[src/ppt_pkg.sv]
// Shared constants, types and width functions of the position tracker.
`default_nettype none
package ppt_pkg;

  localparam int TRAJ_DEPTH_DEF  = 1024;
  localparam int DRIVE_LIMIT_DEF = 100;
  localparam int PCT_FULL        = 100;
  localparam int PERIOD_SPAN     = 65536;

  // Reciprocal of PCT_FULL scaled by 2**RECIP_SHIFT, rounded up.
  localparam int RECIP_SHIFT = 32;
  localparam int RECIP_W     = 26;
  localparam logic [RECIP_W-1:0] RECIP_PCT = 26'd42949673;

  localparam int IN_TDATA_W = 48;
  localparam int SLOT_W     = 10;
  localparam int POS_W      = 16;

  localparam logic [1:0] MODE_HOLD  = 2'd1;
  localparam logic [1:0] MODE_TRACK = 2'd2;

  localparam logic [2:0] REG_GAIN_PROP    = 3'd0;
  localparam logic [2:0] REG_GAIN_INTEG   = 3'd1;
  localparam logic [2:0] REG_GAIN_DERIV   = 3'd2;
  localparam logic [2:0] REG_HOLD_TARGET  = 3'd3;
  localparam logic [2:0] REG_RUN_MODE     = 3'd4;
  localparam logic [2:0] REG_TRACK_LENGTH = 3'd5;
  localparam logic [2:0] REG_PWM_PERIOD   = 3'd6;

  typedef struct packed {
    logic signed [15:0] kp;
    logic signed [15:0] ki;
    logic signed [15:0] kd;
    logic [15:0]        period;
  } pid_cfg_t;

  typedef struct packed {
    logic                    start;
    logic signed [POS_W-1:0] pos;
    logic signed [POS_W-1:0] ref_pos;
  } pid_req_t;

  function automatic int mag_width(int limit);
    return $clog2(limit + 1);
  endfunction

  function automatic int cmp_width(int limit);
    return $clog2((PERIOD_SPAN * limit) / PCT_FULL + 1);
  endfunction

  function automatic int out_width(int limit);
    return 2 * mag_width(limit) + 2 + cmp_width(limit) + 2 * POS_W;
  endfunction

endpackage
`default_nettype wire

[src/ppt_pid_unit.sv]
// PID arithmetic sequencer with a shared multiplier and the integrator state.
`default_nettype none
module ppt_pid_unit #(
  parameter int DRIVE_LIMIT = ppt_pkg::DRIVE_LIMIT_DEF,
  localparam int MAG_W = ppt_pkg::mag_width(DRIVE_LIMIT),
  localparam int DRV_W = MAG_W + 1,
  localparam int CMP_W = ppt_pkg::cmp_width(DRIVE_LIMIT)
) (
  input  logic                     clk,
  input  logic                     rst_n,
  input  ppt_pkg::pid_req_t        req,
  input  ppt_pkg::pid_cfg_t        cfg,
  input  logic                     clear_sum,
  output logic                     done,
  output logic signed [DRV_W-1:0]  drive,
  output logic                     direction,
  output logic [MAG_W-1:0]         magnitude,
  output logic [CMP_W-1:0]         compare
);

  localparam int ACC_W = 50;
  localparam int XW    = 17 + MAG_W;
  localparam int DPW   = XW + ppt_pkg::RECIP_W;
  localparam logic signed [ACC_W-1:0] LIM_POS = ACC_W'(DRIVE_LIMIT);
  localparam logic signed [ACC_W-1:0] LIM_NEG = -LIM_POS;

  typedef enum logic [9:0] {
    P_IDLE = 10'b00_0000_0001,
    P_ERR  = 10'b00_0000_0010,
    P_M0   = 10'b00_0000_0100,
    P_M1   = 10'b00_0000_1000,
    P_M2   = 10'b00_0001_0000,
    P_ACC  = 10'b00_0010_0000,
    P_DRV  = 10'b00_0100_0000,
    P_CMP  = 10'b00_1000_0000,
    P_DIV  = 10'b01_0000_0000,
    P_DONE = 10'b10_0000_0000
  } pid_state_t;

  pid_state_t state_r, state_nxt;

  logic signed [31:0]      error_sum_r;
  logic signed [16:0]      last_error_r;
  logic signed [16:0]      err_r;
  logic signed [17:0]      diff_r;
  logic signed [31:0]      sum_r;
  logic signed [47:0]      prod_r;
  logic signed [ACC_W-1:0] acc_r;
  logic signed [DRV_W-1:0] drive_r;
  logic [MAG_W-1:0]        mag_r;
  logic [XW-1:0]           x_r;
  logic [CMP_W-1:0]        cmp_r;

  logic signed [32:0]      sum_wide;
  logic signed [31:0]      sum_sat;
  logic signed [15:0]      mul_a;
  logic signed [31:0]      mul_b;
  logic signed [47:0]      mul_p;
  logic signed [ACC_W-1:0] prod_ext;
  logic signed [ACC_W-1:0] acc_rnd;
  logic signed [ACC_W-1:0] acc_q;
  logic signed [ACC_W-1:0] acc_c;
  logic signed [ACC_W-1:0] acc_abs;
  logic [16:0]             per1;
  logic [DPW-1:0]          dprod;

  always_ff @(posedge clk) begin
    if (!rst_n) begin
      state_r <= P_IDLE;
    end else begin
      state_r <= state_nxt;
    end
  end

  always_comb begin
    state_nxt = state_r;
    case (state_r)
      P_IDLE: if (req.start) state_nxt = P_ERR;
      P_ERR:  state_nxt = P_M0;
      P_M0:   state_nxt = P_M1;
      P_M1:   state_nxt = P_M2;
      P_M2:   state_nxt = P_ACC;
      P_ACC:  state_nxt = P_DRV;
      P_DRV:  state_nxt = P_CMP;
      P_CMP:  state_nxt = P_DIV;
      P_DIV:  state_nxt = P_DONE;
      P_DONE: state_nxt = P_IDLE;
      default: state_nxt = P_IDLE;
    endcase
  end

  assign sum_wide = {error_sum_r[31], error_sum_r} + {{16{err_r[16]}}, err_r};
  always_comb begin
    if (sum_wide[32] != sum_wide[31]) begin
      sum_sat = sum_wide[32] ? 32'sh8000_0000 : 32'sh7fff_ffff;
    end else begin
      sum_sat = sum_wide[31:0];
    end
  end

  always_comb begin
    case (state_r)
      P_M1: begin
        mul_a = cfg.kd;
        mul_b = {{14{diff_r[17]}}, diff_r};
      end
      P_M2: begin
        mul_a = cfg.ki;
        mul_b = sum_r;
      end
      default: begin
        mul_a = cfg.kp;
        mul_b = {{15{err_r[16]}}, err_r};
      end
    endcase
  end

  assign mul_p    = mul_a * mul_b;
  assign prod_ext = {{(ACC_W-48){prod_r[47]}}, prod_r};

  // Division by 256 that truncates toward zero, then the drive clamp.
  assign acc_rnd = acc_r + $signed({{(ACC_W-8){1'b0}}, {8{acc_r[ACC_W-1]}}});
  assign acc_q   = acc_rnd >>> 8;
  always_comb begin
    if (acc_q >= LIM_POS) begin
      acc_c = LIM_POS;
    end else if (acc_q <= LIM_NEG) begin
      acc_c = LIM_NEG;
    end else begin
      acc_c = acc_q;
    end
  end
  assign acc_abs = acc_c[ACC_W-1] ? -acc_c : acc_c;

  assign per1  = {1'b0, cfg.period} + 17'd1;
  assign dprod = DPW'(x_r) * DPW'(ppt_pkg::RECIP_PCT);

  always_ff @(posedge clk) begin
    case (state_r)
      P_IDLE: begin
        if (req.start) begin
          err_r <= {req.pos[15], req.pos} - {req.ref_pos[15], req.ref_pos};
        end
      end
      P_ERR: begin
        sum_r  <= sum_sat;
        diff_r <= {last_error_r[16], last_error_r} - {err_r[16], err_r};
      end
      P_M0: begin
        prod_r <= mul_p;
      end
      P_M1: begin
        prod_r <= mul_p;
        acc_r  <= prod_ext;
      end
      P_M2: begin
        prod_r <= mul_p;
        acc_r  <= acc_r + prod_ext;
      end
      P_ACC: begin
        acc_r <= acc_r + prod_ext;
      end
      P_DRV: begin
        drive_r <= DRV_W'(acc_c);
        mag_r   <= MAG_W'(acc_abs);
      end
      P_CMP: begin
        x_r <= XW'(per1) * XW'(mag_r);
      end
      P_DIV: begin
        cmp_r <= CMP_W'(dprod >> ppt_pkg::RECIP_SHIFT);
      end
      default: begin
      end
    endcase
  end

  always_ff @(posedge clk) begin
    if (!rst_n) begin
      error_sum_r  <= '0;
      last_error_r <= '0;
    end else if (clear_sum) begin
      error_sum_r <= '0;
    end else if (state_r == P_ERR) begin
      error_sum_r  <= sum_sat;
      last_error_r <= err_r;
    end
  end

  assign done      = (state_r == P_DONE);
  assign drive     = drive_r;
  assign direction = drive_r[DRV_W-1];
  assign magnitude = mag_r;
  assign compare   = cmp_r;

endmodule
`default_nettype wire

[config.mk]
export PLATFORM = sky130hd
export DESIGN_NAME = ppt_pid_unit
export DESIGN_NICKNAME = d
export VERILOG_FILES = /design/src/ppt_pkg.sv /design/src/ppt_pid_unit.sv
export SDC_FILE = /design/constraint.sdc
export NUM_CORES = 2
export LEC_CHECK = 0
export ABC_CLOCK_PERIOD_IN_PS = 13400
export BUFFER_PORTS_ARGS = -buffer_cell sky130_fd_sc_hd__buf_2
export CORE_MARGIN = 2
export CORE_UTILIZATION = 40
export CTS_BUF_LIST = sky130_fd_sc_hd__clkbuf_8
export DETAILED_ROUTE_END_ITERATION = 7
export SYNTH_ARGS = -nofsm -noshare
export SYNTH_HDL_FRONTEND = slang
export SYNTH_SLANG_ARGS = --single-unit
[constraint.sdc]
create_clock -name clk -period 13.4 [get_ports clk]
set_input_delay 1.34 -clock clk [delete_from_list [all_inputs] [get_ports clk]]
set_output_delay 1.34 -clock clk [all_outputs]
set_load 0.05 [all_outputs]
==> impl_results.md <==
- Post-synthesis register bit count: 279
- Critical Path End: prod_r[44]$_DFFE_PP_
- Synthesized area: between 0.04 and 0.05 sq mm
- Hold_sp: error_sum_r[10]$_SDFFE_PP0P_
- CTS tree: yes
- Fin crit share: roughly three quarters
- Status: completed
- R2r setup slk: roughly 3.4 ns
- Fill cell count: ~12000
- Max Cap Violations: 0
- Fmax: between 100 and 150 MHz
- Yosys top cell by area: fa_1
- Top post-synthesis cells by area: fa_1 (32%), ha_1 (14%), edfxtp_1 (14%), inv_1 (8.3%), nand2_1 (4.8%)
- GR Overflow Total: 0
- DRT iter0 DRCs: around 2200
- Reg clk slew, reported paths: about 0.060 ns
- Worst Hold Class: flip-flop to flip-flop
- First-pass GRT wire length: between 200000 and 250000 microns
- Total track usage: 21.8%
- Syn_area_per_cell: ~9.1 sq um
- TNS Setup: 0 ns
- Crit path largest cell delay: around 0.73 ns
- Shortest period the worst path allows: around 10 ns
- Cts hold-fix bufs: 0
- Antenna violations before repair: 23
- Worst hold path depth: 2
- Die Area: approximately 0.12 sq mm
- Element type at the critical path start: flip-flop
- DP HPWL: around 110000 microns
- Root buf cell: clkbuf_8
- Depth of the worst register-to-register path: 28
- Unique cell type count in the Yosys netlist: between 90 and 100
- Fin. max-slew vios: 0
- H-tree Lvls: 2
- Max FO, Critical Path: 37
- Placer Congestion: about 0.94
- Clock skew: approximately 0.062 ns
- Syn nets: around 6700
- Final wirelength: between 100000 and 150000 microns
- R2R Path Start: state_r[9]$_SDFFE_PN0P_
- Ys flop type: edfxtp_1
- Routed WL per cell: between 15 and 20 microns
- Largest net degree at the start of global routing: 75
- Post-synth ARST share: 0%
- Vias per cell: 5.17
- Yosys warns: 0
- IO Count: ~130
- Slowest cell on the critical path: nand2_1
- Initial Util: about two fifths
- Via Count: between 30000 and 40000
- Clock Tree Buf Depth: 3
- Yosys top cell area share: 31.8%
- Fin. Hold Viols: 0
- Clock tree sinks: around 280
- Worst skew pair latency: about 0.75 ns
- Port-buffer cells: between 100 and 150
- Post-synthesis sequential area ratio: ~16%
- Final hold slack: 0.461 ns
- Rows: between 100 and 150
- Post-CTS setup buffers: 0
- Critical Path AT: about 10 ns
- Vias in the first global route: 37900
- Slew headroom: around 6.6%
- Die Y: ~350 microns
- Data required, critical path: about 14 ns
- CTS buffer count: 54
- Area Growth Syn to Fin: 7.08%
- # DRC: 0
- Final setup fails: 0
- Core area: between 0.1 and 0.15 sq mm
- Crit end category: flip-flop
- DRT antenna net count: 0
- Layout cells sized above 1: under 10%
- Mapped Cells: between 5000 and 6000
- RR Endpoint: prod_r[44]$_DFFE_PP_
- Die W: 351 microns
- Cells resized by post-CTS repair: 0
- CP Class: flip-flop to flip-flop
- First-pass DRT Iterations: 6
- CP most frequent cell: fa_1
- RSZ-0062 raised after global routing: false
- Slew @ Worst Pin: 1.39 ns
- Final-stage net count: a little under 7000
- CP startpoint: state_r[9]$_SDFFE_PN0P_
- Number of synthesized flops with an enable pin: 220
-- layout make-up --
type	instances	area, sq um	area share (%)
antenna	14	35.0	0.0681
clock buffer	64	881	1.71
clock inverter	34	174	0.338
inverter	1066	4000	7.78
multi-input combinational	3783	35600	69.3
sequential	279	7790	15.1
tap	1612	2020	3.92
timing repair buffer	164	898	1.75
-- per-layer routing --
layer / track usage [%] / vias up / wire, microns / share of wire (%)
li1: - / 17000 / - / -
met1: 27.7 / 18000 / 53500 / 42
met2: 36.9 / 915 / 61600 / 48
met3: 4.54 / 238 / 8630 / 6.7
met4: 7.04 / 14 / 4710 / 3.7
met5: 0 / - / 75 / 0.058
-- sequential cells by signal (all words and copies together), names as in the netlist --
signal        flops
diff_r           18
x_r              24
err_r            17
magnitude         7
sum_r            32
error_sum_r      32
last_error_r     17
state_r          10
acc_r            50
compare          17
drive             7
prod_r           48
-- cells by family (layout without fill, tap and decap cells) --
kind of cell	after synthesis	in the layout	share of synthesized area (%)
adder cells (fa/ha/maj)	1295	1295	45.7
multiplexers	8	8	0.172
flip-flops	279	279	16.2
other	0	14	0
AO/OA/AOI/OAI	729	729	9.82
AND/OR/NAND/NOR	1535	1535	14.5
XOR/XNOR	216	216	3.94
buffers and inverters	1225	1328	9.72
-- Yosys cell counts, types with 24 or more instances --
cell type,number
a21boi_0,31
xnor2_1,158
and3_1,24
a22oi_1,31
o21ai_0,184
xor2_1,58
nand3_1,79
a21o_1,64
nand4_1,36
o21a_1,46
a21oi_1,175
nor2_1,441
nor2b_1,39
inv_1,1064
and2_1,90
edfxtp_1,220
fa_1,764
dfxtp_1,59
clkbuf_1,137
nor3_1,58
nand2b_1,50
nand2_1,618
ha_1,530
-- through the flow --
stage / util [%] / cells / setup slack (ns) / instance area (sq um)
finish: 43.0 / 7016 / 3.42 / 51400
global route: 43.0 / 7003 / 2.67 / 51400
CTS: 43.0 / 7002 / 3.50 / 51400
detailed placement: 42.1 / 6904 / 3.60 / 50300
global placement: 42.1 / 6904 / 3.82 / 50300
floorplan: - / 5287 / 4.75 / 48000
-- layout by cell type, fill, tap and decap left out, types with 17 or more instances in the layout --
cell type	count
xnor2_1	158
nor2_1	439
xor2_1	58
dfxtp_1	59
buf_2	133
nand2_1	617
inv_1	1084
nand3_1	79
nor2b_1	39
a211oi_1	17
ha_1	530
a31oi_1	23
a21oi_1	172
o21bai_1	22
fa_1	764
o21a_1	45
clkbuf_8	64
and2_1	90
a21o_1	64
and3_1	24
o21ai_0	182
o31ai_1	22
a21boi_0	31
nand4_1	36
buf_4	31
nand2b_1	50
nor3_1	58
a22oi_1	31
edfxtp_1	220
-- worst min path at each step --
stage                                         endpoint  slack (ns)
after floorplan            error_sum_r[0]$_SDFFE_PP0P_        0.43
final                     error_sum_r[10]$_SDFFE_PP0P_        0.46
after global placement     error_sum_r[2]$_SDFFE_PP0P_        0.44
after detailed placement   error_sum_r[9]$_SDFFE_PP0P_        0.46
after CTS                 error_sum_r[13]$_SDFFE_PP0P_        0.47
after global routing      error_sum_r[15]$_SDFFE_PP0P_        0.48
-- worst max-delay path, delay by kind of cell (launching register included) --
family          cells  cell delay [ns]
compound gates      7             2.23
flops               1             0.33
simple gates        9             2.83
buf+inv             5             0.87
fa+ha+maj           7             3.41
Power is left out: the tool's default activity adds up to more than one toggle a clock period on the data nets, which glitch-free logic cannot reach.
